**config.mk**
```make
export PLATFORM = sky130hd
export DESIGN_NAME = fdr_div_pipe
export DESIGN_NICKNAME = d
export VERILOG_FILES = /design/src/sv/fdr_div_pipe.sv
export SDC_FILE = /design/constraint.sdc
export NUM_CORES = 2
export LEC_CHECK = 0
export BUFFER_PORTS_ARGS = -buffer_cell sky130_fd_sc_hd__clkbuf_2
export CELL_PAD_IN_SITES_DETAIL_PLACEMENT = 1
export CELL_PAD_IN_SITES_GLOBAL_PLACEMENT = 1
export CORE_MARGIN = 2
export CORE_UTILIZATION = 40
export CTS_CLUSTER_DIAMETER = 150
export DETAILED_ROUTE_END_ITERATION = 10
export GPL_TIMING_DRIVEN = 0
export MAX_ROUTING_LAYER = met4
export PLACE_DENSITY_LB_ADDON = 0.15
export SYNTH_ARGS = -nofsm -noshare
export SYNTH_HDL_FRONTEND = slang
export SYNTH_SLANG_ARGS = --single-unit
```
**constraint.sdc**
```tcl
create_clock -name clk -period 3.7 [get_ports clk]
set_input_delay 0.37 -clock clk [delete_from_list [all_inputs] [get_ports clk]]
set_output_delay 0.37 -clock clk [all_outputs]
set_load 0.005 [all_outputs]
```
**src/sv/fdr_div_pipe.sv**
```systemverilog
module fdr_div_pipe #(
  parameter int DW = 16,
  parameter int QW = 31,
  parameter int SW = 1
) (
  input  logic          clk,
  input  logic          rst_n,
  input  logic          in_vld,
  input  logic [DW-1:0] in_rem,
  input  logic [DW-1:0] in_den,
  input  logic [QW-1:0] in_bits,
  input  logic [SW-1:0] in_side,
  output logic          out_vld,
  output logic [QW-1:0] out_quo,
  output logic [SW-1:0] out_side
);

  logic          vld_r  [QW];
  logic [DW-1:0] rem_r  [QW];
  logic [DW-1:0] den_r  [QW];
  logic [QW-1:0] bits_r [QW];
  logic [QW-1:0] quo_r  [QW];
  logic [SW-1:0] side_r [QW];

  logic          p_vld  [QW];
  logic [DW-1:0] p_rem  [QW];
  logic [DW-1:0] p_den  [QW];
  logic [QW-1:0] p_bits [QW];
  logic [QW-1:0] p_quo  [QW];
  logic [SW-1:0] p_side [QW];

  assign p_vld[0]  = in_vld;
  assign p_rem[0]  = in_rem;
  assign p_den[0]  = in_den;
  assign p_bits[0] = in_bits;
  assign p_quo[0]  = '0;
  assign p_side[0] = in_side;

  for (genvar i = 0; i < QW; i++) begin : g_stage
    logic [DW:0] t;
    logic [DW:0] diff;
    logic        ge;

    if (i > 0) begin : g_link
      assign p_vld[i]  = vld_r[i-1];
      assign p_rem[i]  = rem_r[i-1];
      assign p_den[i]  = den_r[i-1];
      assign p_bits[i] = bits_r[i-1];
      assign p_quo[i]  = quo_r[i-1];
      assign p_side[i] = side_r[i-1];
    end

    always_comb begin
      t    = {p_rem[i], p_bits[i][QW-1]};
      diff = t - {1'b0, p_den[i]};
      ge   = (t >= {1'b0, p_den[i]});
    end

    always_ff @(posedge clk) begin
      if (!rst_n) begin
        vld_r[i] <= 1'b0;
      end else begin
        vld_r[i] <= p_vld[i];
      end
      rem_r[i]  <= ge ? diff[DW-1:0] : t[DW-1:0];
      den_r[i]  <= p_den[i];
      bits_r[i] <= {p_bits[i][QW-2:0], 1'b0};
      quo_r[i]  <= {p_quo[i][QW-2:0], ge};
      side_r[i] <= p_side[i];
    end
  end

  assign out_vld  = vld_r[QW-1];
  assign out_quo  = quo_r[QW-1];
  assign out_side = side_r[QW-1];

endmodule

```
**Word level (Yosys, flattened, before mapping)**

Memory sizes are Yosys's and may differ from the RTL's.
Cells that the tools add are included.

- Bits in writable memories: 2,945
- Output and inout bits: 33
- Register bits after elaboration: 0
- Bits of input ports: 67
- Memories kept: 6
- Word-level logic and storage cells: 163

- $lt $le $gt $ge: 31
- Bitwise gates (word level): 31
- Mux-type cells: 64
- Add/sub/neg operators: 31

Memory list:

| name | depth | width | read ports | clocked after memory_dff | write ports | RTL line | RTL |
|---|---|---|---|---|---|---|---|
| quo_r | 31 | 31 | 31 | 0 | 31 | 22 | `logic [QW-1:0] quo_r [QW];` |
| bits_r | 31 | 30 | 30 | 0 | 31 | 21 | `logic [QW-1:0] bits_r [QW];` |
| den_r | 31 | 16 | 30 | 0 | 31 | 20 | `logic [DW-1:0] den_r [QW];` |
| rem_r | 31 | 16 | 30 | 0 | 31 | 19 | `logic [DW-1:0] rem_r [QW];` |
| side_r | 31 | 1 | 31 | 0 | 31 | 23 | `logic [SW-1:0] side_r [QW];` |
| vld_r | 31 | 1 | 31 | 0 | 31 | 18 | `logic vld_r [QW];` |

Operators by type and width:

| kind | number |
|---|---|
| $ge 17x16->1 | 31 |
| $mux 16 | 31 |
| $sub 16x16->16 | 31 |
| $mux 1 | 33 |
| $or 1x1->1 | 31 |

**Depth between registers and ports, before layout**

An unclocked memory read counts as a cell.

- Depth in word-level cells: 3
- Depth in mapped cells: 13
- Depth with buffers taken out: 12

**Least setup slack after synthesis**

Ideal clock, no wire load.

- Kind: register to register
- Start: memory den_r[0][1]
- End: memory rem_r[1][8], in the netlist rem_r[0][24]
- Path slack: 970 ps
- Stages on the path, launching flop included: 14
- Buffers on the path: 2
- Required time: 3,579 ps
- Arrival: 2,609 ps
- Clock period less this slack: 2,730 ps
- Library setup time: 121 ps
- Cells stage by stage: dfxtp_1 -> inv_1 -> ha_1 -> nor2b_1 -> o21a_1 -> o21a_1 -> o31ai_2 -> a311o_2 -> o31a_1 -> o21ai_1 -> a211o_1 -> buf_6 -> buf_12 -> mux2_4

RTL lines:

| element | RTL line |
|---|---|
| start: declaration | 20 |
| end: declaration | 19 |

==> impl_metrics.json <==
{
  "drcViolationCount": 0,
  "cp.depth": 14,
  "grt_use_met3": 0.0280,
  "portBuffers": 99,
  "top_usage_layer": "met2",
  "fill_cells": 18300,
  "power.switching_mw": 26.9,
  "slowest_stage": "dlygate4sd3_1",
  "start_util": 0.401,
  "critPathMostFrequentCell": "dlygate4sd3_1",
  "clock-sinks": 1983,
  "synthArstFlopShare": 0,
  "die_h_microns": 418,
  "wl_microns": 142000,
  "core_sq_mm": 0.171,
  "swShare": 0.332,
  "syn_area_sq_mm": 0.0687,
  "hold_violations": 0,
  "max-vdd-ir-drop_v": 0.000432,
  "seq_area_sq_mm": 0.0397,
  "overflow": 0,
  "crit_chain": "dlygate4sd3_1 -> clkbuf_2 -> inv_1 -> ha_1 -> nor2b_1 -> o21ai_1 -> a21boi_1 -> o31ai_1 -> a211oi_1 -> o311ai_2 -> a21oi_1 -> mux2_2 -> o221a_2 -> dlygate4sd3_1",
  "path_buf_inv": 4,
  "nets": 7178,
  "max_cap_viol_count": 0,
  "dp_hpwl_microns": 105000,
  "first_pass_iters": 5,
  "r2r_cells": 12,
  "whs_path_depth": 2,
  "synth-edff-count": 0,
  "cts_buffers": 204,
  "vias": 43400,
  "crit_path_max_fanout": 3,
  "yosys_warnings": 0,
  "wl_per_cell_microns": 15.8,
  "arrival_ps": 4160,
  "multi_input_area_sq_mm": 0.0263,
  "setup-violations-final": 0,
  "io_pins": 100,
  "crit_path_end_kind": "flop",
  "clock_latency_ps": 830,
  "hp-class": "in -> reg",
  "antenna_left": 0,
  "synth_cells": 6212,
  "p_seq_frac": 0.372,
  "finalInstanceArea_sq_mm": 0.0803,
  "clock_path_buffers": 3,
  "p_int_mw": 54.1,
  "grtUsageTotal": 0.169,
  "drv_slew": 0,
  "outcome": "finished, final reports clean",
  "cts_root_buffer": "clkbuf_16",
  "reg2reg_from": "den_r[2][33]$_DFF_P_",
  "start_kind": "primary input",
  "clock-skew-final_ps": 43.7,
  "syn2layout_area_growth_pct": 16.8,
  "grt_pass1_wl_microns": 234000,
  "dp_cells": 8544,
  "grt_start_max_net_pins": 18,
  "ys_seq_area_frac": 0.578,
  "period_needed_ps": 3440,
  "num_rows": 152,
  "syn_nets": 6805,
  "p_comb_frac": 0.356,
  "yosys_register_bits": 1983,
  "ys_types": 88,
  "min_period_over_period": 0.930,
  "cts_tree": "yes",
  "fin_ws_ps": 258,
  "startpoint": "in_den[1]",
  "place_congestion": 0.838,
  "worstPathRequired_ps": 4420,
  "post-route-util": 0.469,
  "grt_pass1_vias": 45600,
  "cpPeakStageDelay_ps": 550,
  "finalSetupTns_ps": 0,
  "rsz0062_at_grt": "false",
  "final_cell_mix": "dfxtp_1, inv_1, ha_1, nor2_1, a21oi_1",
  "cts_setup_buffers": 0,
  "post_dp_cell_area_sq_mm": 0.0720,
  "htree_levels": 4,
  "clock.fmax_mhz": 291,
  "antenna_found_initial": 0,
  "die_area_sq_mm": 0.175,
  "via_per_inst": 4.82,
  "finalNonFillerCells": 8996,
  "layout_commonest_cell": "dfxtp_1",
  "relSlewSlack": 0.431,
  "synth-main-ff-cell": "dfxtp_1",
  "first_iter_violations": 1551,
  "grt_use_met2": 0.280,
  "power_frac_clock": 0.273,
  "place_ws_ps": 53.3,
  "synth_area_per_cell_sq_um": 11.1,
  "powerDensity_mw_per_mm2": 1010,
  "max_slew.worst_pin.slew_ps": 832,
  "use_met1": 0.210,
  "min-delay-start": "in_bits[17]",
  "cpLargestDelayFamily": "compound AO/OA/AOI/OAI gates",
  "cellLeakagePower_nw": 36.1,
  "layout-drive-gt1-share": 0.116,
  "crit_type": "in -> reg",
  "path_clk_slew_ps": 60,
  "die_w_microns": 418
}
state kept, by name, indices dropped and copies added, names as in the netlist:
signal / count
quo_r: 496
den_r: 480
rem_r: 480
bits_r: 465
side_r: 31
vld_r: 31
Yosys cell counts (34+ instances only):
library cell  instances  area share
and2_1               51      0.0046
nand4_1              75      0.0068
a21o_1              116       0.013
xor2_1              118       0.015
mux2_2              202       0.033
inv_1               632       0.035
nand2b_1             63      0.0057
o21bai_1             34      0.0037
xnor2_1             214       0.027
nand2_1             286       0.016
o21a_1               89      0.0097
dfxtp_1            1983        0.58
o21ai_0             270       0.020
nor3_1              110      0.0080
a21oi_1             321       0.023
nor2b_1              81      0.0074
ha_1                496       0.090
clkbuf_1             43      0.0023
nand3_1              70      0.0051
nor2_1              369       0.020
final timing paths:
path                                end  slack (ps)
hold / removal    bits_r[0][17]$_DFF_P_         170
setup reg to reg  rem_r[0][184]$_DFF_P_         260
hold reg to reg    side_r[0][6]$_DFF_P_         290
setup / recovery   rem_r[0][15]$_DFF_P_         260
kinds of logic (layout without fill, tap and decap cells):
family,after synthesis,after routing,synth area share
compound gates,1150,1150,0.108
simple gates,1250,1250,0.0886
other cells,0,1,0
mux,267,267,0.0443
buf+inv,704,1254,0.0401
xor+xnor,332,332,0.0423
fa+ha+maj,526,526,0.0991
flops,1983,1983,0.578
power by group through the flow:
stage,Clock (mW),Combinational (mW),Sequential (mW)
6_report,22.1,28.8,30.1
5_1_grt,23.8,32.6,30.8
4_1_cts,22.9,29.0,30.3
3_5_place_dp,0,28.6,30.7
3_3_place_gp,0,28.1,30.6
2_1_floorplan,0,22.3,29.4
layout make-up:
class | instances | share of cell area
antenna | 1 | 0.0000312
clock buffer | 264 | 0.0712
timing repair buffer | 167 | 0.0146
tap | 2233 | 0.0348
inverter | 636 | 0.0297
sequential | 1983 | 0.495
buffer | 68 | 0.00461
multi-input combinational | 3525 | 0.328
clock inverter | 119 | 0.0225
per-layer routing:
layer / part of all wire / up-vias
li1: - / 21800
met1: 0.46 / 20800
met2: 0.48 / 456
met3: 0.032 / 265
met4: 0.024 / 0
met5: 0 / -
stage by stage:
| stage | hold WS, ps | power [mW] |
|---|---|---|
| 2_1_floorplan | 310 | 51.7 |
| 4_1_cts | 72.7 | 82.2 |
| 5_1_grt | 122 | 87.2 |
| 6_report | 173 | 81.0 |
| 3_5_place_dp | 313 | 59.3 |
| 3_3_place_gp | 309 | 58.7 |
timing repair:
item	4_1_cts	5_1_grt
resized for setup	1	11
hold endpoints to repair	94	0
hold buffers	67	0
setup endpoints to repair	1	54
No activity file was read; power rests on OpenSTA's default activity.
