$ cat src/sv/fdr_sqrt_pipe.sv
module fdr_sqrt_pipe #(
  parameter int N  = 31,
  parameter int SW = 1
) (
  input  logic            clk,
  input  logic            rst_n,
  input  logic            in_vld,
  input  logic [2*N-1:0]  in_rad,
  input  logic [SW-1:0]   in_side,
  output logic            out_vld,
  output logic [N-1:0]    out_root,
  output logic [SW-1:0]   out_side
);

  logic           vld_r  [N];
  logic [N+1:0]   rem_r  [N];
  logic [N-1:0]   root_r [N];
  logic [2*N-1:0] rad_r  [N];
  logic [SW-1:0]  side_r [N];

  logic           p_vld  [N];
  logic [N+1:0]   p_rem  [N];
  logic [N-1:0]   p_root [N];
  logic [2*N-1:0] p_rad  [N];
  logic [SW-1:0]  p_side [N];

  assign p_vld[0]  = in_vld;
  assign p_rem[0]  = '0;
  assign p_root[0] = '0;
  assign p_rad[0]  = in_rad;
  assign p_side[0] = in_side;

  for (genvar i = 0; i < N; i++) begin : g_stage
    logic [N+1:0] rem_s;
    logic [N+1:0] trial;
    logic         ge;

    if (i > 0) begin : g_link
      assign p_vld[i]  = vld_r[i-1];
      assign p_rem[i]  = rem_r[i-1];
      assign p_root[i] = root_r[i-1];
      assign p_rad[i]  = rad_r[i-1];
      assign p_side[i] = side_r[i-1];
    end

    always_comb begin
      rem_s = {p_rem[i][N-1:0], p_rad[i][2*N-1:2*N-2]};
      trial = {p_root[i], 2'b01};
      ge    = (rem_s >= trial);
    end

    always_ff @(posedge clk) begin
      if (!rst_n) begin
        vld_r[i] <= 1'b0;
      end else begin
        vld_r[i] <= p_vld[i];
      end
      rem_r[i]  <= ge ? (rem_s - trial) : rem_s;
      root_r[i] <= {p_root[i][N-2:0], ge};
      rad_r[i]  <= {p_rad[i][2*N-3:0], 2'b00};
      side_r[i] <= p_side[i];
    end
  end

  assign out_vld  = vld_r[N-1];
  assign out_root = root_r[N-1];
  assign out_side = side_r[N-1];

endmodule

$ cat config.mk
export PLATFORM = sky130hd
export DESIGN_NAME = fdr_sqrt_pipe
export DESIGN_NICKNAME = d
export VERILOG_FILES = /design/src/sv/fdr_sqrt_pipe.sv
export SDC_FILE = /design/constraint.sdc
export NUM_CORES = 2
export LEC_CHECK = 0
export ABC_AREA = 1
export BUFFER_PORTS_ARGS = -buffer_cell sky130_fd_sc_hd__buf_2
export CAP_MARGIN = 5
export CORE_UTILIZATION = 63
export DETAILED_ROUTE_END_ITERATION = 8
export PLACE_DENSITY = 0.79
export SYNTH_ARGS = -nofsm -noshare
export SYNTH_HDL_FRONTEND = slang
export SYNTH_SLANG_ARGS = --single-unit
$ cat constraint.sdc
create_clock -name clk -period 2.5 [get_ports clk]
set_input_delay 0.5 -clock clk [delete_from_list [all_inputs] [get_ports clk]]
set_output_delay 0.5 -clock clk [all_outputs]
set_load 0.01 [all_outputs]
==> Word level (Yosys, flattened, before mapping) <==
Memories as Yosys holds them, arrays and structs flattened.
Index checks and enable logic that the tools add are counted.
{ "totals": {"regBits": 0, "latch_bits": 0, "ramBits": 3906, "romBits": 0, "input_bits": 66, "output_inout_bits": 33, "word_cells": 162, "mem_count": 5} }
{ "classes": {"add_sub_neg": 31, "n_mul": 0, "div": 0, "magnitude_cmp": 31, "n_eq_ne": 0, "shifts": 0, "mux": 64, "bitwise_logic": 31, "reduce_logical": 0} }
{ "mem_list": {"columns": ["memory", "depth", "width", "rd", "rd_ports_with_merged_regs", "write_ports", "line_no", "source"], "rows": [
  ["rad_r", 31, 60, 30, 0, 31, "18", "logic [2*N-1:0] rad_r [N];"],
  ["rem_r", 31, 33, 30, 0, 31, "16", "logic [N+1:0] rem_r [N];"],
  ["root_r", 31, 31, 31, 0, 31, "17", "logic [N-1:0] root_r [N];"],
  ["side_r", 31, 1, 31, 0, 31, "19", "logic [SW-1:0] side_r [N];"],
  ["vld_r", 31, 1, 31, 0, 31, "15", "logic vld_r [N];"]
]} }
{ "ops": {"columns": ["op", "count"], "rows": [
  ["$mux 33", 31],
  ["$ge 33x33->1", 30],
  ["$sub 33x33->33", 30],
  ["$mux 1", 33],
  ["$or 1x1->1", 31],
  ["$sub 2x1->3 const B", 1],
  ["$ge 2x1->1 const B", 1]
]} }

==> Longest topological paths before layout <==
An unclocked memory read counts as a cell.
{ "logic_depth": {"word_depth": 3, "depth_mapped": 18, "depth_no_buf": 16} }

==> Worst setup path after synthesis <==
No wires, ideal clock.
{ "synth_timing": {"path_kind": "register -> register", "startpoint": "memory root_r[6][2] (netlist: root_r[1][64])", "endpoint": "memory rem_r[0][235] (netlist bit)", "setup_ns": 0.112, "arrival_ns": 1.756, "slack_ns": 0.632, "stages_incl_launch_ff": 12, "synth_period_minus_slack_ns": 1.868, "cell_sequence": "dfxtp_1 -> inv_1 -> ha_1 -> a21oi_1 -> o21ai_0 -> a21oi_1 -> nand3_1 -> inv_1 -> nand3_2 -> buf_6 -> nand2_1 -> nand2_1"} }
{ "synth_lines": {"columns": ["item", "line_no"], "rows": [
  ["start: declaration", "17"],
  ["end: declaration", "16"]
]} }

==> results.sh <==
export IMPL_synthArstFlopShare=0
export IMPL_cellLeakagePower_nw=65.1
export IMPL_final_area_um2=119000
export IMPL_final_nets=15860
export IMPL_placed_area_um2=110000
export IMPL_worstSetupStartpointType="register"
export IMPL_final_util=0.715
export IMPL_crit_slowest_cell="nand3b_1"
export IMPL_avgSynthCellArea_um2=7.14
export IMPL_ys_top_cells_by_area="dfxtp_1, nand2_1, inv_1"
export IMPL_yosysWarnings=0
export IMPL_syn2layout_area_growth_pct=12.2
export IMPL_antenna_found_initial=2
export IMPL_die_w_um=412
export IMPL_critPathKind="reg -> reg"
export IMPL_power_frac_clock=0.302
export IMPL_fp_row_count=149
export IMPL_cts_made_buffers=219
export IMPL_drt_iter0_drc=8659
export IMPL_root_buffer="clkbuf_16"
export IMPL_yosysSeqAreaShare=0.450
export IMPL_setup_viol=0
export IMPL_synth_edf_count=0
export IMPL_boundaryPins=99
export IMPL_slew_headroom=0.610
export IMPL_powerDensity_nw_per_um2=989
export IMPL_dp_hpwl_um=227000
export IMPL_p_comb_frac=0.267
export IMPL_crit_top_cell="a21oi_1"
export IMPL_synth_distinct_cells=51
export IMPL_gp_congestion=0.992
export IMPL_fin_crit_ns=2.46
export IMPL_ant_nets=0
export IMPL_via_per_inst=5.20
export IMPL_die_height_um=412
export IMPL_cts_num_sinks=2375
export IMPL_wl_per_cell_um=16.6
export IMPL_path_max_fanout=4
export IMPL_vias=91762
export IMPL_ir_worst_vdd_mv=1.25
export IMPL_synth_top_area_frac=0.450
export IMPL_h_tree_depth=4
export IMPL_grt_pass1_vias=86419
export IMPL_drtPass1Iterations=9
export IMPL_cts_tree="built"
export IMPL_clk_path_buf_depth=3
export IMPL_hold_violations=0
export IMPL_worstSkewPairLatency_ns=0.87
export IMPL_core_area_um2=166000
export IMPL_seqPwrFrac=0.430
export IMPL_slowest_delay_ns=0.43
export IMPL_grt_overflow_total=0
export IMPL_grt_usage=0.339
export IMPL_switching_share=0.359
export IMPL_maxCapViolations=0
export IMPL_synth_area_um2=106000
export IMPL_cp_required_ns=3.27
export IMPL_io_buffers=98
export IMPL_yosys_area_top_type="dfxtp_1"
export IMPL_grt_max_degree=34
export IMPL_timing_fmax_ghz=0.406
export IMPL_drv_slew=0
export IMPL_die_area_um2=169000
export IMPL_drc=6
export IMPL_initial_core_util=0.638
export IMPL_p_sw_mw=42.1
export IMPL_routed_wl_um=293000
export IMPL_grt_first_pass_wirelength_um=457000
export IMPL_skew_ns=0.0348
export IMPL_worst_pin_slew_ns=0.580
export IMPL_synth_nets=15384
export IMPL_timing_final_crit_share=0.985
export IMPL_synthCells=14790
export IMPL_endpoint_kind="register"
export IMPL_status="finished with violations"
export IMPL_violations="design-rule violations"
export IMPL_drive_above_1_share=0.0621
export IMPL_ys_ff_latch=2375
export IMPL_synth_ff_type="dfxtp_1"
export IMPL_internal_power_mw=75.2
export IMPL_worstHoldPathType="in -> reg"
export IMPL_arrival_ns=3.23
export IMPL_cp_cell_sequence="inv_1, ha_1, a21oi_1, o21ai_0, nand3b_1, nand2_1, nand3_1, a21oi_1"
export IMPL_clkSlewWorstSetupHoldPaths_ns=0.07
[layer usage]
| layer | part of all wire | GRT usage | vias up |
|---|---|---|---|
| li1 | - | - | 46312 |
| met1 | 0.44 | 0.454 | 41306 |
| met2 | 0.45 | 0.559 | 3499 |
| met3 | 0.077 | 0.0482 | 643 |
| met4 | 0.035 | 0.114 | 2 |
| met5 | 0.000044 | 0 | - |
[placed cells by master (no fill, tap or decap), types with 9 or more instances in the layout]
cell           count
clkbuf_16        222
a21boi_0           9
nor2_1          1099
buf_4            198
buf_12            19
clkinv_4          10
nand3b_1          94
o21bai_1          36
inv_6             22
a21o_1             9
clkinvlp_4        19
nand4_1          212
and3_1            18
clkbuf_1          31
dlygate4sd3_1     65
inv_2             18
nor3_1           184
o21ai_1           40
inv_1           2612
ha_1             519
nor4_1            24
or2_2             46
bufinv_16         24
nand2_1         5052
nor2_2            40
clkinv_2          32
buf_2             98
nor2_4            24
xnor2_1           89
a21oi_1          548
and2_1            29
clkbuf_8          40
xor2_1           264
nand3_1          893
dfxtp_1         2368
nand3_2           24
a21oi_2           14
nor3b_1           20
o21ai_0          262
nand2_2           46
[synth_stat cells (48+ instances only)]
cell type and number:
nand2_1 5059, inv_1 2613, dfxtp_1 2375, nor2_1 1111, nand3_1 894, a21oi_1 554, ha_1 528, o21ai_0 267
xor2_1 264, nand4_1 212, nor3_1 185, nand3b_1 94, xnor2_1 89, buf_2 48
[stage by stage]
step,setup TNS (ns),hold slack [ns],cells,setup slack (ns),power [mW]
2_1_floorplan,0,0.310,14790,0.632,70.7
3_5_place_dp,-1.25,0.312,17147,-0.208,81.2
5_1_grt,-0.699,0.123,17649,-0.0472,124
3_3_place_gp,-0.882,0.310,17147,-0.188,81.0
4_1_cts,0,0.0574,17628,0.0430,117
6_report,0,0.116,17650,0.0378,117
[worst paths after layout]
path                                             from                    end  depth (start not counted)  slack (ns)
worst min register to register   rad_r[5][43]$_DFF_P_  rad_r[5][105]$_DFF_P_                          0        0.30
worst max register to register  root_r[2][98]$_DFF_P_  rem_r[0][422]$_DFF_P_                          8        0.04
worst min-delay path                            rst_n    vld_r[0][0]$_DFF_P_                          3        0.12
worst max-delay path            root_r[2][98]$_DFF_P_  rem_r[0][422]$_DFF_P_                          8        0.04
[repair_timing]
| item | in CTS | in global routing |
|---|---|---|
| setup endpoints to repair | 17 | 317 |
| resized for setup | 3 | 72 |
| pin swaps | 1 | 8 |
| endpoints found under the hold margin | 65 | 0 |
| gates cloned | 1 | 5 |
| hold buffers | 65 | 0 |
| setup buffers | 0 | 16 |
[worst max-delay path, delay by kind of cell (launching register included)]
kind / cells / cell delay [ns]
adder cells (fa/ha/maj): 1 / 0.35
flip-flops: 1 / 0.40
AO/OA/AOI/OAI: 3 / 0.76
AND/OR/NAND/NOR: 3 / 0.78
buffers and inverters: 1 / 0.07
[sequential cells by signal (all words and copies together) (netlist names)]
signal	count
rad_r	930
rem_r	887
root_r	496
side_r	31
vld_r	31
[area by class of cell]
class | count | area (um^2)
flip-flops and latches | 2375 | 47600
well taps | 2189 | 2740
clock inverters | 123 | 1630
diodes | 1 | 2.50
inverters | 2635 | 9900
clock buffers | 292 | 6200
fillers | 13734 | 47200
repair buffers | 386 | 3090
multi-input cells | 9649 | 47400
[cells by family (layout without fill, tap and decap cells)]
kind of cell               count (synthesis)  count (layout)  synth area share
and+or+nand+nor                         7830            7835             0.309
xor gates and xnor gates                 353             353            0.0293
buffers and inverters                   2771            3436             0.104
AOI/OAI and AO/OA                        932             932            0.0460
adders and majority gates                528             528            0.0625
other                                      1               2         0.0000355
DFF                                     2375            2375             0.450
[power groups by stage]
stage               Combinational [mW]  Sequential [mW]  Clock (mW)
finish                            31.3             50.5        35.5
global placement                  30.0             51.0           0
floorplan                         22.7             48.0           0
global route                      35.3             50.8        37.5
CTS                               30.7             50.3        35.9
detailed placement                30.3             51.0           0
(Power assumes the default switching activity.)
